`config.mk`:
```
export PLATFORM = sky130hd
export DESIGN_NAME = sqvs_queue
export DESIGN_NICKNAME = d
export VERILOG_FILES = /design/src/sqvs_pkg.sv /design/src/sqvs_queue.sv
export SDC_FILE = /design/constraint.sdc
export NUM_CORES = 1
export LEC_CHECK = 0
export ABC_AREA = 1
export BUFFER_PORTS_ARGS = -buffer_cell sky130_fd_sc_hd__buf_2
export CAP_MARGIN = 20
export CORE_MARGIN = 4
export CORE_UTILIZATION = 50
export DETAILED_ROUTE_END_ITERATION = 10
export PLACE_DENSITY = 0.71
export SYNTH_ARGS = -nofsm -noshare
export SYNTH_HDL_FRONTEND = slang
export SYNTH_SLANG_ARGS = --single-unit
```
`constraint.sdc`:
```
create_clock -name clk -period 7.2 [get_ports clk]
set_input_delay 0.72 -clock clk [delete_from_list [all_inputs] [get_ports clk]]
set_output_delay 0.72 -clock clk [all_outputs]
set_load 0.02 [all_outputs]
```
`src/sqvs_pkg.sv`:
```
// Shared constants, types and the quarter-wave sine generator for sprite quad setup.
package sqvs_pkg;

  localparam int MAX_QUADS       = 4096;
  localparam int SINE_TABLE_BITS = 10;
  localparam int QCNT_W          = $clog2(MAX_QUADS + 1);
  localparam int QBITS           = SINE_TABLE_BITS - 2;
  localparam int QN              = 1 << QBITS;
  localparam int QDEPTH          = 4;
  localparam int QPTR_W          = $clog2(QDEPTH);
  localparam int QCNT_BITS       = $clog2(QDEPTH + 1);

  localparam logic [15:0] TEX_INVALID = 16'hFFFF;

  typedef enum logic [1:0] {
    CMD_SUBMIT = 2'd0,
    CMD_BEGIN  = 2'd1,
    CMD_FLUSH  = 2'd2,
    CMD_NONE   = 2'd3
  } cmd_t;

  typedef enum logic [2:0] {
    KIND_VERTEX    = 3'd0,
    KIND_DROP_FULL = 3'd1,
    KIND_DROP_TEX  = 3'd2,
    KIND_FLUSH     = 3'd3,
    KIND_BEGIN     = 3'd4
  } kind_t;

  // one classified command; fields a kind does not use are zero
  typedef struct packed {
    kind_t              kind;
    logic signed [23:0] cx;
    logic signed [23:0] cy;
    logic [23:0]        z;
    logic [23:0]        w;
    logic [23:0]        h;
    logic signed [15:0] sin_v;
    logic signed [15:0] cos_v;
    logic [31:0]        color;
    logic [15:0]        vidx;
    logic [14:0]        icnt;
    logic [15:0]        tex;
    logic [15:0]        pipe;
  } qent_t;

  // Q1.15 polynomial sine over one quarter wave; elaborated with constant arguments only
  function automatic logic [15:0] quarter_sine(input logic [15:0] x);
    logic [63:0] x2;
    logic [63:0] t;
    x2 = (64'(x) * 64'(x)) >> 15;
    t  = (64'd2320 * x2) >> 15;
    t  = 64'd21024 - t;
    t  = (t * x2) >> 15;
    t  = 64'd51472 - t;
    t  = (t * 64'(x)) >> 15;
    if (t > 64'd32767) t = 64'd32767;
    return t[15:0];
  endfunction

  localparam logic [15:0] QSIN_PEAK = quarter_sine(16'h8000);

endpackage

```
`src/sqvs_queue.sv`:
```
// Small register FIFO between the classifying front and the vertex back end.
module sqvs_queue import sqvs_pkg::*; (
  input  logic  clk,
  input  logic  rst_n,
  input  logic  push,
  input  qent_t wdata,
  output logic  full,
  input  logic  pop,
  output logic  not_empty,
  output qent_t rdata
);

  qent_t                mem_r [QDEPTH];
  logic [QPTR_W-1:0]    wr_ptr_r, wr_ptr_nxt;
  logic [QPTR_W-1:0]    rd_ptr_r, rd_ptr_nxt;
  logic [QCNT_BITS-1:0] cnt_r, cnt_nxt;

  assign full      = (cnt_r == QCNT_BITS'(QDEPTH));
  assign not_empty = (cnt_r != '0);
  assign rdata     = mem_r[rd_ptr_r];

  always_comb begin
    wr_ptr_nxt = push ? wr_ptr_r + QPTR_W'(1) : wr_ptr_r;
    rd_ptr_nxt = pop ? rd_ptr_r + QPTR_W'(1) : rd_ptr_r;
    cnt_nxt    = cnt_r;
    if (push && !pop) begin
      cnt_nxt = cnt_r + QCNT_BITS'(1);
    end else if (pop && !push) begin
      cnt_nxt = cnt_r - QCNT_BITS'(1);
    end
  end

  always_ff @(posedge clk) begin
    if (!rst_n) begin
      wr_ptr_r <= '0;
      rd_ptr_r <= '0;
      cnt_r    <= '0;
    end else begin
      wr_ptr_r <= wr_ptr_nxt;
      rd_ptr_r <= rd_ptr_nxt;
      cnt_r    <= cnt_nxt;
    end
  end

  always_ff @(posedge clk) begin
    if (push) begin
      mem_r[wr_ptr_r] <= wdata;
    end
  end

endmodule

```
# Word-level counts from Yosys, hierarchy flattened
# Memories as Yosys holds them, arrays and structs flattened. A register that Yosys moved wholly into a read port is not among the register bits.
# Cells that the tools add are included.
# totals
ff_bits,7
mem_bits_rw,1000
elab_cells,21
n_memories,1
# memory_table
name,depth,word_bits,read_ports,rd_clocked_by_memory_dff,write_ports,line_no,rtl
mem_r,4,250,1,1,1,sqvs_queue.sv:13,qent_t mem_r [QDEPTH];
# op_classes
n_addsub,4
n_eq_ne,1
n_mux,6
n_reduce_logical,6
# op_table
cell,n
two-way mux 3 bit,2
"adder 2 x 1 -> 2 bit, second input constant",2
two-way mux 2 bit,2
"adder 3 x 1 -> 3 bit, second input constant",1
"equality test 3 bit, second input constant",1
nonzero test 3 bit,1
"subtractor 3 x 1 -> 3 bit, second input constant",1
logical AND 1 bit,2
zero test 1 bit,2
two-way mux 1 bit,2
nonzero test 2 bit,1

# Depth between registers and ports, before layout
# logic_depth
ltp_word,4
depth_mapped,10
ltp_nobuf,10

# Worst setup path before layout
# Ideal clock, no wire load.
# synth_path
kind,input to register
from,input push
to,"memory mem_r[2][0] (netlist bit), enable pin"
setup_time_ns,0.601
arrival_ns,5.547
required_time_ns,6.599
path_slack_ns,1.052
stages,2
path_cell_list,nand2_1 > inv_1
# synth_between
elab_chain_cells,2
# synth_rtl
element,line_no,rtl
"start, declared",sqvs_queue.sv:5,"input logic push,"
two-way mux 1 bit,sqvs_queue.sv:46,if (push) begin
two-way mux 1 bit (not written as such),sqvs_queue.sv:47,mem_r[wr_ptr_r] <= wdata;
"end, declared",sqvs_queue.sv:13,
# Every way passes these cells.

==> results.txt <==
status: complete, no violations
DRC marker count from the first detailed-route iteration: 1806
Worst Skew: 0.0233 ns
clk slew on worst S/H paths: 0.06 ns
DPL Wire Length: 50400 um
drt wl/cell: 22.1 um
Comb power frac: 9.9%
crit path max-delay cell type: dfxtp_4
Chip Width: 282 um
cell area after layout: 0.0436 mm^2
Cell variety after synth: 21
sequential share of power: 52.5%
grt met3 use: 5.36%
TNS Setup: 0 ns
worst skew pair latency: 0.64 ns
first-pass GRT wire length: 130000 um
Die ar.: 0.0796 mm^2
post-route insts no fill: 4007
worst reg2reg path depth: 5
clock power share: 37.6%
Placement Cell Area: 0.0404 mm^2
Max stage delay on crit path: 0.90 ns
post-synth top area share: 79.9%
area leader, netlist: edfxtp_1
Syn Std Cell Area: 0.0376 mm^2
vias in the first global route: 22.3k
WP data required: 6.48 ns
Worst slew margin: 7.58%
Sw Share: 24.0%
initial antenna violation count: 41
hold path depth: 1
CP cell instances: buf_4 > buf_12 > o21ai_0 > o22ai_1 > buf_2
Num Clock Sinks: 1009
CTS tree: built
RSZ-0062 raised after global routing: no
Post-CTS Setup Bufs: 0
routability-driven placement congestion ratio: 0.876
Seq/Total Area, Yosys: 80.4%
worst slew pin tran: 1.39 ns
critical path startpoint category: register
most frequent cells in the layout: edfxtp_1, nor2_1, buf_2, o21ai_0, o22ai_1
All-Layer GR Usage: 21.2%
Crit Path Class: reg2out
syn avg cell area: 15.2 um^2
Area Overhead vs Synth: 16.1%
fmax: 205 MHz
drt drc: 0
peak supply drop: 0.216 mV
fin nets: 3190
row count: 100
gr busiest metal: met2
Reg2Reg Setup Slack: 4.61 ns
Syn Nets: 2737
drt first pass iters: 5
Cells after DPL: 3798
Max Cap Violations: 0
CP endpoint kind: primary output
routing usage on met1: 25.4%
worst r2r src: wr_ptr_r[0]
Final min period: 4.88 ns
Power Density: 297 mW/mm^2
CP top delay family: buffers and inverters
Hold Path End: mem_r[2][28]
M2 GR Usage: 36.0%
share of layout cells above drive strength 1: 21.8%
number of H-tree levels: 3
Core Area: 0.0744 mm^2
most common cell after layout, fill and taps aside: edfxtp_1
post-synthesis cell count: 2477
switching pwr: 3110 uW
Final period util: 67.8%
main area contributors after synthesis: edfxtp_1, o21ai_0, nor2_1
critical hold path startpoint: wdata[28]
clk buf depth: 3
post-cts hold buffer count: 0
YS warnings: 0
largest net degree at the start of global routing: 237
total CTS buffers: 98
die height: 282 um
flops & latches, synth: 1009
Root Driver: clkbuf_16
max-slew violations: 0
Routed Antenna Nets: 0
GRT overflow: 0
number of top-level pins: 506
Int Power: 9850 uW
Via density: 5.67
Starting Density: 50.5%
Crit Path Max Fanout: 231
port buffer count: 505
r2r endpoint: mem_r[0][104]
final hold vios: 0
final wirelength: 88600 um
Vias: 22.7k
Finish-stage setup viols: 0
Resized Gates After CTS: 0
Arr. time, crit path: 4.16 ns
CP bufs+invs: 3
Hold Crit Class: in2reg
LEAKAGE: 0.0150 uW
-- state kept, by name, summed over array words and instances, names as in the netlist, named ones only --
name / count
wr_ptr_r: 2
rd_ptr_r: 2
cnt_r: 3
mem_r: 1000
-- worst max path at each step --
stage                             end  cells after the start     start  slack, ns
after global routing       rdata[118]                      5  register       2.21
after CTS                   rdata[98]                      5  register       2.28
after floorplan           mem_r[2][0]                      2      push       1.05
final                      rdata[195]                      5  register       2.32
after detailed placement    rdata[98]                      5  register       2.98
after global placement      rdata[87]                      5  register       3.04
-- worst register-to-register path, cell delays in order (launching register included) --
cell and delay, ns:
dfxtp_1 0.32, inv_1 0.12, ha_1 0.16, nand2_1 0.13
inv_8 0.56, buf_12 0.63
-- cell type report --
cell class                 instances  area, um^2
inverter                          17         111
multi-input combinational       1285        6150
clock inverter                    48         537
antenna                           36        90.1
fill                            5580       30800
tap                              969        1210
clock buffer                     124        2550
sequential                      1009       30200
timing repair buffer             519        2740
-- Yosys cell counts --
cell type	count
a21oi_1	4
buf_2	42
buf_4	7
buf_6	53
buf_8	4
clkbuf_1	60
dfxtp_1	9
edfxtp_1	1000
fa_1	1
ha_1	5
inv_1	15
inv_2	1
inv_6	1
nand2_1	10
nand3_1	1
nand4_1	1
nor2_1	506
nor3_1	1
o21ai_0	447
o21ai_1	59
o22ai_1	250
-- routing by layer --
metal	share of wire, %	up-vias
met5	0.14	-
met4	5.1	18
met3	7.4	230
met2	50	838
met1	37	11300
li1	-	10400
-- kinds of logic after synthesis --
group,share of synthesized area (%)
fa+ha+maj,0.220
flops,80.4
simple gates,5.20
compound gates,11.0
buf+inv,3.23
-- power groups by stage --
stage	logic, uW	registers, uW	clock network (uW)
5_1_grt	1390	6810	5240
6_report	1290	6800	4870
3_5_place_dp	1290	6920	0
2_1_floorplan	803	6940	0
4_1_cts	1290	6800	4970
3_3_place_gp	1260	6910	0
-- through the flow --
stage / hold WS, ns / setup slack (ns) / total power [uW] / util, %
3_5_place_dp: 0.439 / 2.98 / 8210 / 54.3
2_1_floorplan: 0.412 / 1.05 / 7740 / -
5_1_grt: 0.237 / 2.21 / 13400 / 58.5
6_report: 0.283 / 2.32 / 13000 / 58.6
3_3_place_gp: 0.411 / 3.04 / 8170 / 54.3
4_1_cts: 0.222 / 2.28 / 13100 / 58.4
Power figures use the tool's default switching activity.
