===== src/sqvs_pkg.sv =====
// Shared constants, types and the quarter-wave sine generator for sprite quad setup.
package sqvs_pkg;

  localparam int MAX_QUADS       = 4096;
  localparam int SINE_TABLE_BITS = 10;
  localparam int QCNT_W          = $clog2(MAX_QUADS + 1);
  localparam int QBITS           = SINE_TABLE_BITS - 2;
  localparam int QN              = 1 << QBITS;
  localparam int QDEPTH          = 4;
  localparam int QPTR_W          = $clog2(QDEPTH);
  localparam int QCNT_BITS       = $clog2(QDEPTH + 1);

  localparam logic [15:0] TEX_INVALID = 16'hFFFF;

  typedef enum logic [1:0] {
    CMD_SUBMIT = 2'd0,
    CMD_BEGIN  = 2'd1,
    CMD_FLUSH  = 2'd2,
    CMD_NONE   = 2'd3
  } cmd_t;

  typedef enum logic [2:0] {
    KIND_VERTEX    = 3'd0,
    KIND_DROP_FULL = 3'd1,
    KIND_DROP_TEX  = 3'd2,
    KIND_FLUSH     = 3'd3,
    KIND_BEGIN     = 3'd4
  } kind_t;

  // one classified command; fields a kind does not use are zero
  typedef struct packed {
    kind_t              kind;
    logic signed [23:0] cx;
    logic signed [23:0] cy;
    logic [23:0]        z;
    logic [23:0]        w;
    logic [23:0]        h;
    logic signed [15:0] sin_v;
    logic signed [15:0] cos_v;
    logic [31:0]        color;
    logic [15:0]        vidx;
    logic [14:0]        icnt;
    logic [15:0]        tex;
    logic [15:0]        pipe;
  } qent_t;

  // Q1.15 polynomial sine over one quarter wave; elaborated with constant arguments only
  function automatic logic [15:0] quarter_sine(input logic [15:0] x);
    logic [63:0] x2;
    logic [63:0] t;
    x2 = (64'(x) * 64'(x)) >> 15;
    t  = (64'd2320 * x2) >> 15;
    t  = 64'd21024 - t;
    t  = (t * x2) >> 15;
    t  = 64'd51472 - t;
    t  = (t * 64'(x)) >> 15;
    if (t > 64'd32767) t = 64'd32767;
    return t[15:0];
  endfunction

  localparam logic [15:0] QSIN_PEAK = quarter_sine(16'h8000);

endpackage


===== src/sqvs_back.sv =====
// Back end: rotation products, per-corner offsets, and the saturating output register.
module sqvs_back import sqvs_pkg::*; (
  input  logic               clk,
  input  logic               rst_n,
  input  logic               q_valid,
  input  qent_t              q_rdata,
  output logic               q_pop,
  output logic               out_valid,
  input  logic               out_stall,
  output logic [2:0]         out_kind,
  output logic signed [23:0] out_pos_x,
  output logic signed [23:0] out_pos_y,
  output logic signed [23:0] out_pos_z,
  output logic               out_tex_u,
  output logic               out_tex_v,
  output logic [31:0]        out_vertex_color,
  output logic [15:0]        out_vertex_index,
  output logic [14:0]        out_index_total,
  output logic [15:0]        out_batch_texture_out,
  output logic [15:0]        out_pipeline_out,
  output logic               out_last
);

  // product stage
  logic               m_vld_r, m_vld_nxt;
  logic [1:0]         cnt_r, cnt_nxt;
  qent_t              m_r;
  logic signed [40:0] wc_r, ws_r, hc_r, hs_r;
  logic signed [24:0] w_s, h_s;
  logic signed [40:0] wc_nxt, ws_nxt, hc_nxt, hs_nxt;
  logic               m_fire, m_last;

  // corner stage
  logic               c_vld_r, c_vld_nxt;
  kind_t              c_kind_r;
  logic signed [23:0] c_cx_r, c_cy_r;
  logic [23:0]        c_z_r;
  logic signed [25:0] c_rx_r, c_ry_r;
  logic               c_u_r, c_v_r, c_last_r;
  logic [31:0]        c_color_r;
  logic [15:0]        c_vidx_r, c_tex_r, c_pipe_r;
  logic [14:0]        c_icnt_r;
  logic               c_u, c_v;
  logic signed [41:0] rx_sum, ry_sum;
  logic               c_can;

  // output stage
  logic               o_vld_r, o_vld_nxt;
  logic               o_can, o_load;
  kind_t              o_kind_r;
  logic signed [23:0] o_px_r, o_py_r;
  logic [23:0]        o_z_r;
  logic               o_u_r, o_v_r, o_last_r;
  logic [31:0]        o_color_r;
  logic [15:0]        o_vidx_r, o_tex_r, o_pipe_r;
  logic [14:0]        o_icnt_r;
  logic signed [26:0] px_sum, py_sum;

  function automatic logic signed [23:0] sat24(input logic signed [26:0] v);
    if (v > 27'sd8388607) begin
      return 24'sh7FFFFF;
    end else if (v < -27'sd8388608) begin
      return 24'sh800000;
    end
    return v[23:0];
  endfunction

  assign o_can  = !o_vld_r || !out_stall;
  assign c_can  = !c_vld_r || o_can;
  assign o_load = c_vld_r && o_can;
  assign m_fire = m_vld_r && c_can;
  assign m_last = (m_r.kind != KIND_VERTEX) || (cnt_r == 2'd3);
  assign q_pop  = q_valid && (!m_vld_r || (m_fire && m_last));

  assign w_s    = {1'b0, q_rdata.w};
  assign h_s    = {1'b0, q_rdata.h};
  assign wc_nxt = w_s * q_rdata.cos_v;
  assign ws_nxt = w_s * q_rdata.sin_v;
  assign hc_nxt = h_s * q_rdata.cos_v;
  assign hs_nxt = h_s * q_rdata.sin_v;

  always_comb begin
    m_vld_nxt = m_vld_r;
    cnt_nxt   = cnt_r;
    if (q_pop) begin
      m_vld_nxt = 1'b1;
      cnt_nxt   = '0;
    end else if (m_fire) begin
      if (m_last) begin
        m_vld_nxt = 1'b0;
      end else begin
        cnt_nxt = cnt_r + 2'd1;
      end
    end
  end

  // corners run (0,0),(1,0),(1,1),(0,1); u set means +x half, v set means +y half
  assign c_u = (m_r.kind == KIND_VERTEX) && (cnt_r[0] ^ cnt_r[1]);
  assign c_v = (m_r.kind == KIND_VERTEX) && cnt_r[1];

  always_comb begin
    logic signed [41:0] wc_e, ws_e, hc_e, hs_e;
    wc_e   = 42'(wc_r);
    ws_e   = 42'(ws_r);
    hc_e   = 42'(hc_r);
    hs_e   = 42'(hs_r);
    rx_sum = (c_u ? wc_e : -wc_e) + (c_v ? -hs_e : hs_e) + 42'sd32768;
    ry_sum = (c_u ? ws_e : -ws_e) + (c_v ? hc_e : -hc_e) + 42'sd32768;
  end

  assign c_vld_nxt = m_fire || (c_vld_r && !o_can);
  assign o_vld_nxt = o_load || (o_vld_r && out_stall);

  assign px_sum = 27'(c_cx_r) + 27'(c_rx_r);
  assign py_sum = 27'(c_cy_r) + 27'(c_ry_r);

  always_ff @(posedge clk) begin
    if (!rst_n) begin
      m_vld_r <= 1'b0;
      cnt_r   <= '0;
      c_vld_r <= 1'b0;
      o_vld_r <= 1'b0;
    end else begin
      m_vld_r <= m_vld_nxt;
      cnt_r   <= cnt_nxt;
      c_vld_r <= c_vld_nxt;
      o_vld_r <= o_vld_nxt;
    end
  end

  always_ff @(posedge clk) begin
    if (q_pop) begin
      m_r  <= q_rdata;
      wc_r <= wc_nxt;
      ws_r <= ws_nxt;
      hc_r <= hc_nxt;
      hs_r <= hs_nxt;
    end
    if (m_fire) begin
      c_kind_r  <= m_r.kind;
      c_cx_r    <= m_r.cx;
      c_cy_r    <= m_r.cy;
      c_z_r     <= m_r.z;
      c_rx_r    <= rx_sum[41:16];
      c_ry_r    <= ry_sum[41:16];
      c_u_r     <= c_u;
      c_v_r     <= c_v;
      c_last_r  <= m_last;
      c_color_r <= m_r.color;
      c_vidx_r  <= (m_r.kind == KIND_VERTEX) ? m_r.vidx + 16'(cnt_r) : m_r.vidx;
      c_icnt_r  <= m_r.icnt;
      c_tex_r   <= m_r.tex;
      c_pipe_r  <= m_r.pipe;
    end
    if (o_load) begin
      o_kind_r  <= c_kind_r;
      o_px_r    <= sat24(px_sum);
      o_py_r    <= sat24(py_sum);
      o_z_r     <= c_z_r;
      o_u_r     <= c_u_r;
      o_v_r     <= c_v_r;
      o_last_r  <= c_last_r;
      o_color_r <= c_color_r;
      o_vidx_r  <= c_vidx_r;
      o_icnt_r  <= c_icnt_r;
      o_tex_r   <= c_tex_r;
      o_pipe_r  <= c_pipe_r;
    end
  end

  assign out_valid             = o_vld_r;
  assign out_kind              = o_kind_r;
  assign out_pos_x             = o_px_r;
  assign out_pos_y             = o_py_r;
  assign out_pos_z             = o_z_r;
  assign out_tex_u             = o_u_r;
  assign out_tex_v             = o_v_r;
  assign out_vertex_color      = o_color_r;
  assign out_vertex_index      = o_vidx_r;
  assign out_index_total       = o_icnt_r;
  assign out_batch_texture_out = o_tex_r;
  assign out_pipeline_out      = o_pipe_r;
  assign out_last              = o_last_r;

endmodule


===== config.mk =====
export PLATFORM = sky130hd
export DESIGN_NAME = sqvs_back
export DESIGN_NICKNAME = d
export VERILOG_FILES = /design/src/sqvs_pkg.sv /design/src/sqvs_back.sv
export SDC_FILE = /design/constraint.sdc
export NUM_CORES = 2
export LEC_CHECK = 0
export BUFFER_PORTS_ARGS = -buffer_cell sky130_fd_sc_hd__buf_2
export CAP_MARGIN = 20
export CORE_MARGIN = 3
export CORE_UTILIZATION = 47
export DETAILED_ROUTE_END_ITERATION = 16
export MAX_ROUTING_LAYER = met4
export PLACE_DENSITY = 0.7
export SLEW_MARGIN = 40
export SYNTH_ARGS = -nofsm -noshare
export SYNTH_HDL_FRONTEND = slang
export SYNTH_SLANG_ARGS = --single-unit

===== constraint.sdc =====
create_clock -name clk -period 20.2 [get_ports clk]
set_clock_uncertainty 0.2 [all_clocks]
set_input_delay 4.04 -clock clk [delete_from_list [all_inputs] [get_ports clk]]
set_output_delay 4.04 -clock clk [all_outputs]
set_load 0.005 [all_outputs]

## Yosys cells after proc, flatten, opt, wreduce, memory -nomap -nowiden

Cells that the tools add are included.
Widths: inputs -> output; s select.

- $add $sub $neg: 12
- $lt $le $gt $ge: 4
- Divide/modulo/power cells: 0
- Reduce and logical (&&, ||, !) cells: 26
- Shift operators: 0
- Bitwise logic cells: 3
- Multiplexer cells: 20
- Multiply operators: 4
- Equality and inequality tests: 1

Operators with widths:

| operator | count |
|---|---|
| $mux 42 | 4 |
| $neg 41->42 | 4 |
| $mul 25x16->41 | 4 |
| $mux 24 | 6 |
| $add 42x17->42 const B | 2 |
| $add 42x42->42 | 2 |
| $add 24x26->27 | 2 |
| $gt 27x24->1 const B | 2 |
| $lt 27x24->1 const B | 2 |
| $add 16x2->16 | 1 |
| $mux 16 | 1 |
| $mux 1 | 9 |
| $logic_and 1x1->1 | 8 |
| $logic_or 1x1->1 | 6 |
| $logic_not 1->1 | 5 |
| $reduce_and 2->1 | 2 |
| $reduce_bool 2->1 | 2 |
| $logic_not 3->1 | 1 |
| $reduce_bool 3->1 | 1 |
| $add 2x1->2 const B | 1 |
| $eq 2x2->1 const B | 1 |
| $not 1->1 | 2 |
| $reduce_or 2->1 | 1 |
| $xor 1x1->1 | 1 |

- Output and inout port bits: 175
- RAM bits: 0
- Latch bits: 0
- Memories kept: 0
- Bits in read-only memories: 0
- Flip-flop bits (word level): 737

## Longest topological paths before layout

- Word-level depth: 9
- Mapped depth: 26
- Mapped depth without buffers: 23

## Worst setup path after synthesis

OpenSTA, ideal clock, no wires.

- Path type: input -> register
- Start point: in out_stall
- End point: reg o_tex_r[0], in the netlist out_batch_texture_out[0] (enable)
- Path buffers: 0
- Slack: 2559 ps
- Data required time: 19029 ps
- Stages on the path: 1
- Arrival time: 16469 ps
- Cells stage by stage: a21boi_0

- Word-level cells in the longest chain between the ends: 3

RTL lines:

| what | line | text |
|---|---|---|
| start: declaration | sqvs_back.sv:9 | `input logic out_stall,` |
| $logic_not 1->1 | sqvs_back.sv:68 | `assign o_can = !o_vld_r \|\| !out_stall;` |
| $logic_or 1x1->1 | sqvs_back.sv:68 |  |
| $logic_and 1x1->1 | sqvs_back.sv:70 | `assign o_load = c_vld_r && o_can;` |
| end signal: assignment | sqvs_back.sv:166 | `o_tex_r <= c_tex_r;` |
| end: declaration | sqvs_back.sv:55 | `logic [15:0] o_vidx_r, o_tex_r, o_pipe_r;` |

No other way between the ends.
A chain may end at the register's enable or synchronous reset.

## Worst setup path after layout

- Start point: in q_rdata[126] (netlist name)
- End point: reg ws_r[40], data pin

- Word-level cells in the longest chain between the ends: 1

RTL lines:

| what | line | text |
|---|---|---|
| start: declaration | sqvs_back.sv:6 | `input qent_t q_rdata,` |
| $mul 25x16->41 | sqvs_back.sv:78 | `assign ws_nxt = w_s * q_rdata.sin_v;` |
| net ws_nxt[40] | sqvs_back.sv:30 | `logic signed [40:0] wc_nxt, ws_nxt, hc_nxt, hs_nxt;` |
| end signal: assignment | sqvs_back.sv:135 | `ws_r <= ws_nxt;` |
| end: declaration | sqvs_back.sv:28 | `logic signed [40:0] wc_r, ws_r, hc_r, hs_r;` |

The timed path passes the listed nets, and every way through them passes these cells.

==> reports/results.txt <==
The run finished with clean final reports. In this run, distinct cell masters in the synthesized netlist total 91. Among the stages of the critical path, the cell type that occurs most often is fa_1. The share of flip-flops with an asynchronous set or reset works out to 0.

The average wire per cell in the routed design was 20.5 um; the total number of nets in the final design was 10.8k. The data arrival time of the critical path was 11.35 ns; the initial antenna violation count was 29. Gates resized during post-CTS repair numbered 0. The share of the cycle needed by the critical path after routing was 0.550; the quantity of hold-fixing buffers added after cts was 0.

Transition time at the pin with the least slew margin: 0.860 ns. Routed signal wires occupy layers up through met4. Setup repair after global routing left no endpoint under its margin.

The worst setup path is launched from an input pin. The worst hold-check path type was reg2reg. The register clock-pin slew on the reported worst setup and hold paths was 0.07 ns; the number of sinks on the clock net was 737. The final total negative setup slack is 0 ns. The tools report the final count of pins violating max slew as 0. For the worst-skew pair, the clock arrives at the later sink with an insertion delay of 0.69 ns.

The overall global routing resource usage was 0.253; the maximum level of the CTS H-tree was 3. The pre-antenna-repair detailed-routing pass consisted of 6 iterations. The total CTS buffers is 79. The count of unresolved DRC violations after routing came out at 0.

The run gives 59.4k as the number of vias after detailed routing. The die covers 184000 um^2. Number of cells in the design after placement: 10.8k. For this design, the slowest cell found on the critical path is inv_1. The critical path goes through buf_2, buf_4, inv_1, buf_4, nor2_1, fa_1, fa_1, fa_1, fa_1, fa_1, inv_1, fa_1, inv_1, ha_1, nand3_1, o31ai_1, o21ai_0, o21ai_0, o41ai_1, o41ai_1, xnor2_1. The die height was 429 um; the final weighted congestion in routability-driven placement was 0.941. The delay of the slowest critical-path stage came out at 0.56 ns. The starting density of the core is 0.475, and the non-filler instance count after layout is 10.9k. Largest net degree at the start of global routing: 78.

In this run the core area contains 154 standard-cell rows. The hold violation count in the final report was 0. 429 I/O pins were placed. Once placement finished, the instance area stood at 88600 um^2.

The via count of the first global-routing pass came out at 62.3k. The number of buffers and inverters on the critical path is 6. Synthesis produced a netlist with a net count of 10.5k. In this run, synthesis inferred 732 flip-flops with an integrated enable. In this run, the number of DRC markers left after iteration 0 of detailed routing was 4249. The mapped netlist covers 84300 um^2. The cell family with the largest share of critical-path delay is adder cells.

Sorting the synthesized cells by area gives the leading types as fa_1 (29%), edfxtp_1 (26%), ha_1 (11%). The number of antenna-violating nets in the routed design was 0. TritonCTS built the clock tree. From synthesis to final layout, the design area changed by 8.57%. Timing would allow up to 90.0 MHz.

The half-perimeter wire length of the detailed placement result is 172 mm, and the number of max-cap violations is 0. The top cell type's share of synthesized area was 0.291; the post-place setup slack was 8.48 ns. In this run the tool buffered the top-level ports with 428 buffer cells. The run gives 0 as the total number of yosys warnings.

The top cell type by total area after synthesis is fa_1. The area of all placed cells without fillers is 91500 um^2, and the fraction of the yosys area taken by sequential cells is 0.262. The first global-routing pass estimated 354 mm of wire. The share of cells above drive strength 1 was 0.0804. STA classifies the critical path endpoint as a flip-flop. For the residual overflow from global routing, the log shows 0.

Setup violations remaining at the end of the flow were counted as 0. The core footprint is 177000 um^2, and the wire length on met3 is 17.6 mm. Each instance of the synthesized netlist takes up on average 10.2 um^2. Type of the worst setup path: in2reg. Among all flip-flop cells after synthesis, the most frequent one is edfxtp_1. The relative slew slack was 0.426.

The worst path needs 11.11 ns of the cycle, external delays included. For this block, wires on met1 add up to 93.6 mm. In this run the post-CTS setup repair buffer count came out at 0. In the synthesized netlist, the number of instances is 8272. The detailed-route vias per instance works out to 5.43.

The total met2 wirelength after detailed routing was 104 mm; the register bit count reported by yosys was 737. For the worst setup path, the data required time is 20.44 ns. The wire length reported by the detailed router is 225 mm. Along the worst path, the maximum fanout reaches 20.

The buffer type at the clock tree root is clkbuf_16. From left edge to right edge, the die measures 429 um. Setup slack on the critical path of the routed design comes to 9.09 ns.

The largest buffer count on any clock path was 3.
==> cells in the mapped netlist, types with 70 or more instances <==
library cell / number
a21o_1: 134
a21oi_1: 287
and2_1: 682
clkbuf_1: 314
edfxtp_1: 732
fa_1: 1227
ha_1: 769
inv_1: 1608
nand2_1: 928
nand3_1: 70
nor2_1: 257
nor3_1: 73
o21ai_0: 170
xnor2_1: 254
xor2_1: 142
==> cell type report <==
type	instances	area (um^2)
Fill cell	15800	85800
Multi-Input combinational cell	5580	54900
Sequential cell	737	22100
Inverter	1608	6040
Tap cell	2340	2930
Timing Repair Buffer	502	2820
Clock buffer	92	2050
Clock inverter	52	633
Antenna cell	30	75.1
==> path summary, 6_finish.rpt <==
kind                startpoint             endpoint  slack, ns  depth (start not counted)
hold / removal     c_vidx_r[9]  out_vertex_index[9]       0.21                          0
setup / recovery  q_rdata[126]             ws_r[40]       9.09                         21
hold reg to reg    c_vidx_r[9]  out_vertex_index[9]       0.21                          0
setup reg to reg       hc_r[5]           c_ry_r[23]      14.01                         18
==> state kept, by name (all words and copies together) (netlist names), 16 cells and up <==
register / cells
c_vidx_r: 16
hc_r: 41
out_vertex_index: 16
c_rx_r: 26
hs_r: 41
m_r: 170
out_vertex_color: 32
c_tex_r: 16
c_ry_r: 26
c_color_r: 32
out_pipeline_out: 16
out_batch_texture_out: 16
c_pipe_r: 16
out_pos_x: 24
c_cx_r: 24
c_z_r: 24
out_pos_y: 24
ws_r: 41
wc_r: 41
c_cy_r: 24
out_pos_z: 24
==> metrics by stage <==
stage	hold WS [ns]	utilization
after global routing	0.216	0.516
after global placement	0.200	0.499
after CTS	0.212	0.515
after detailed placement	0.205	0.500
after floorplan	0.200	-
final	0.211	0.516
==> cells by family (layout without fill, tap and decap cells) <==
kind of cell	Yosys count	count (layout)	share of synthesized area
fa+ha+maj	1996	1996	0.406
buf+inv	1955	2254	0.0875
compound gates	894	894	0.0682
simple gates	2287	2287	0.135
mux	6	6	0.000757
xor+xnor	397	397	0.0414
flops	737	737	0.262
other cells	0	30	0
==> cells in the final DEF (no fill, tap or decap), types with 38 or more instances in the layout <==
master and instances:
ha_1 769, nand2b_1 69, o21ai_0 170, a21o_1 134
buf_4 68, a21oi_1 287, edfxtp_1 732, nand3_1 70
fa_1 1227, buf_2 422, xor2_1 142, inv_1 1608
nand2_1 927, o31ai_1 38, clkbuf_16 80, xnor2_1 253
nor2_1 257, nor3_1 73, and2_1 681
==> metal layers <==
layer | GRT usage | vias to the layer above
met5 | - | -
met4 | 0.0967 | 0
met3 | 0.0436 | 408
met2 | 0.393 | 2300
met1 | 0.331 | 30000
li1 | - | 26700
Power is left out: the tool's default activity adds up to more than one toggle a clock period on the data nets, which glitch-free logic cannot reach.
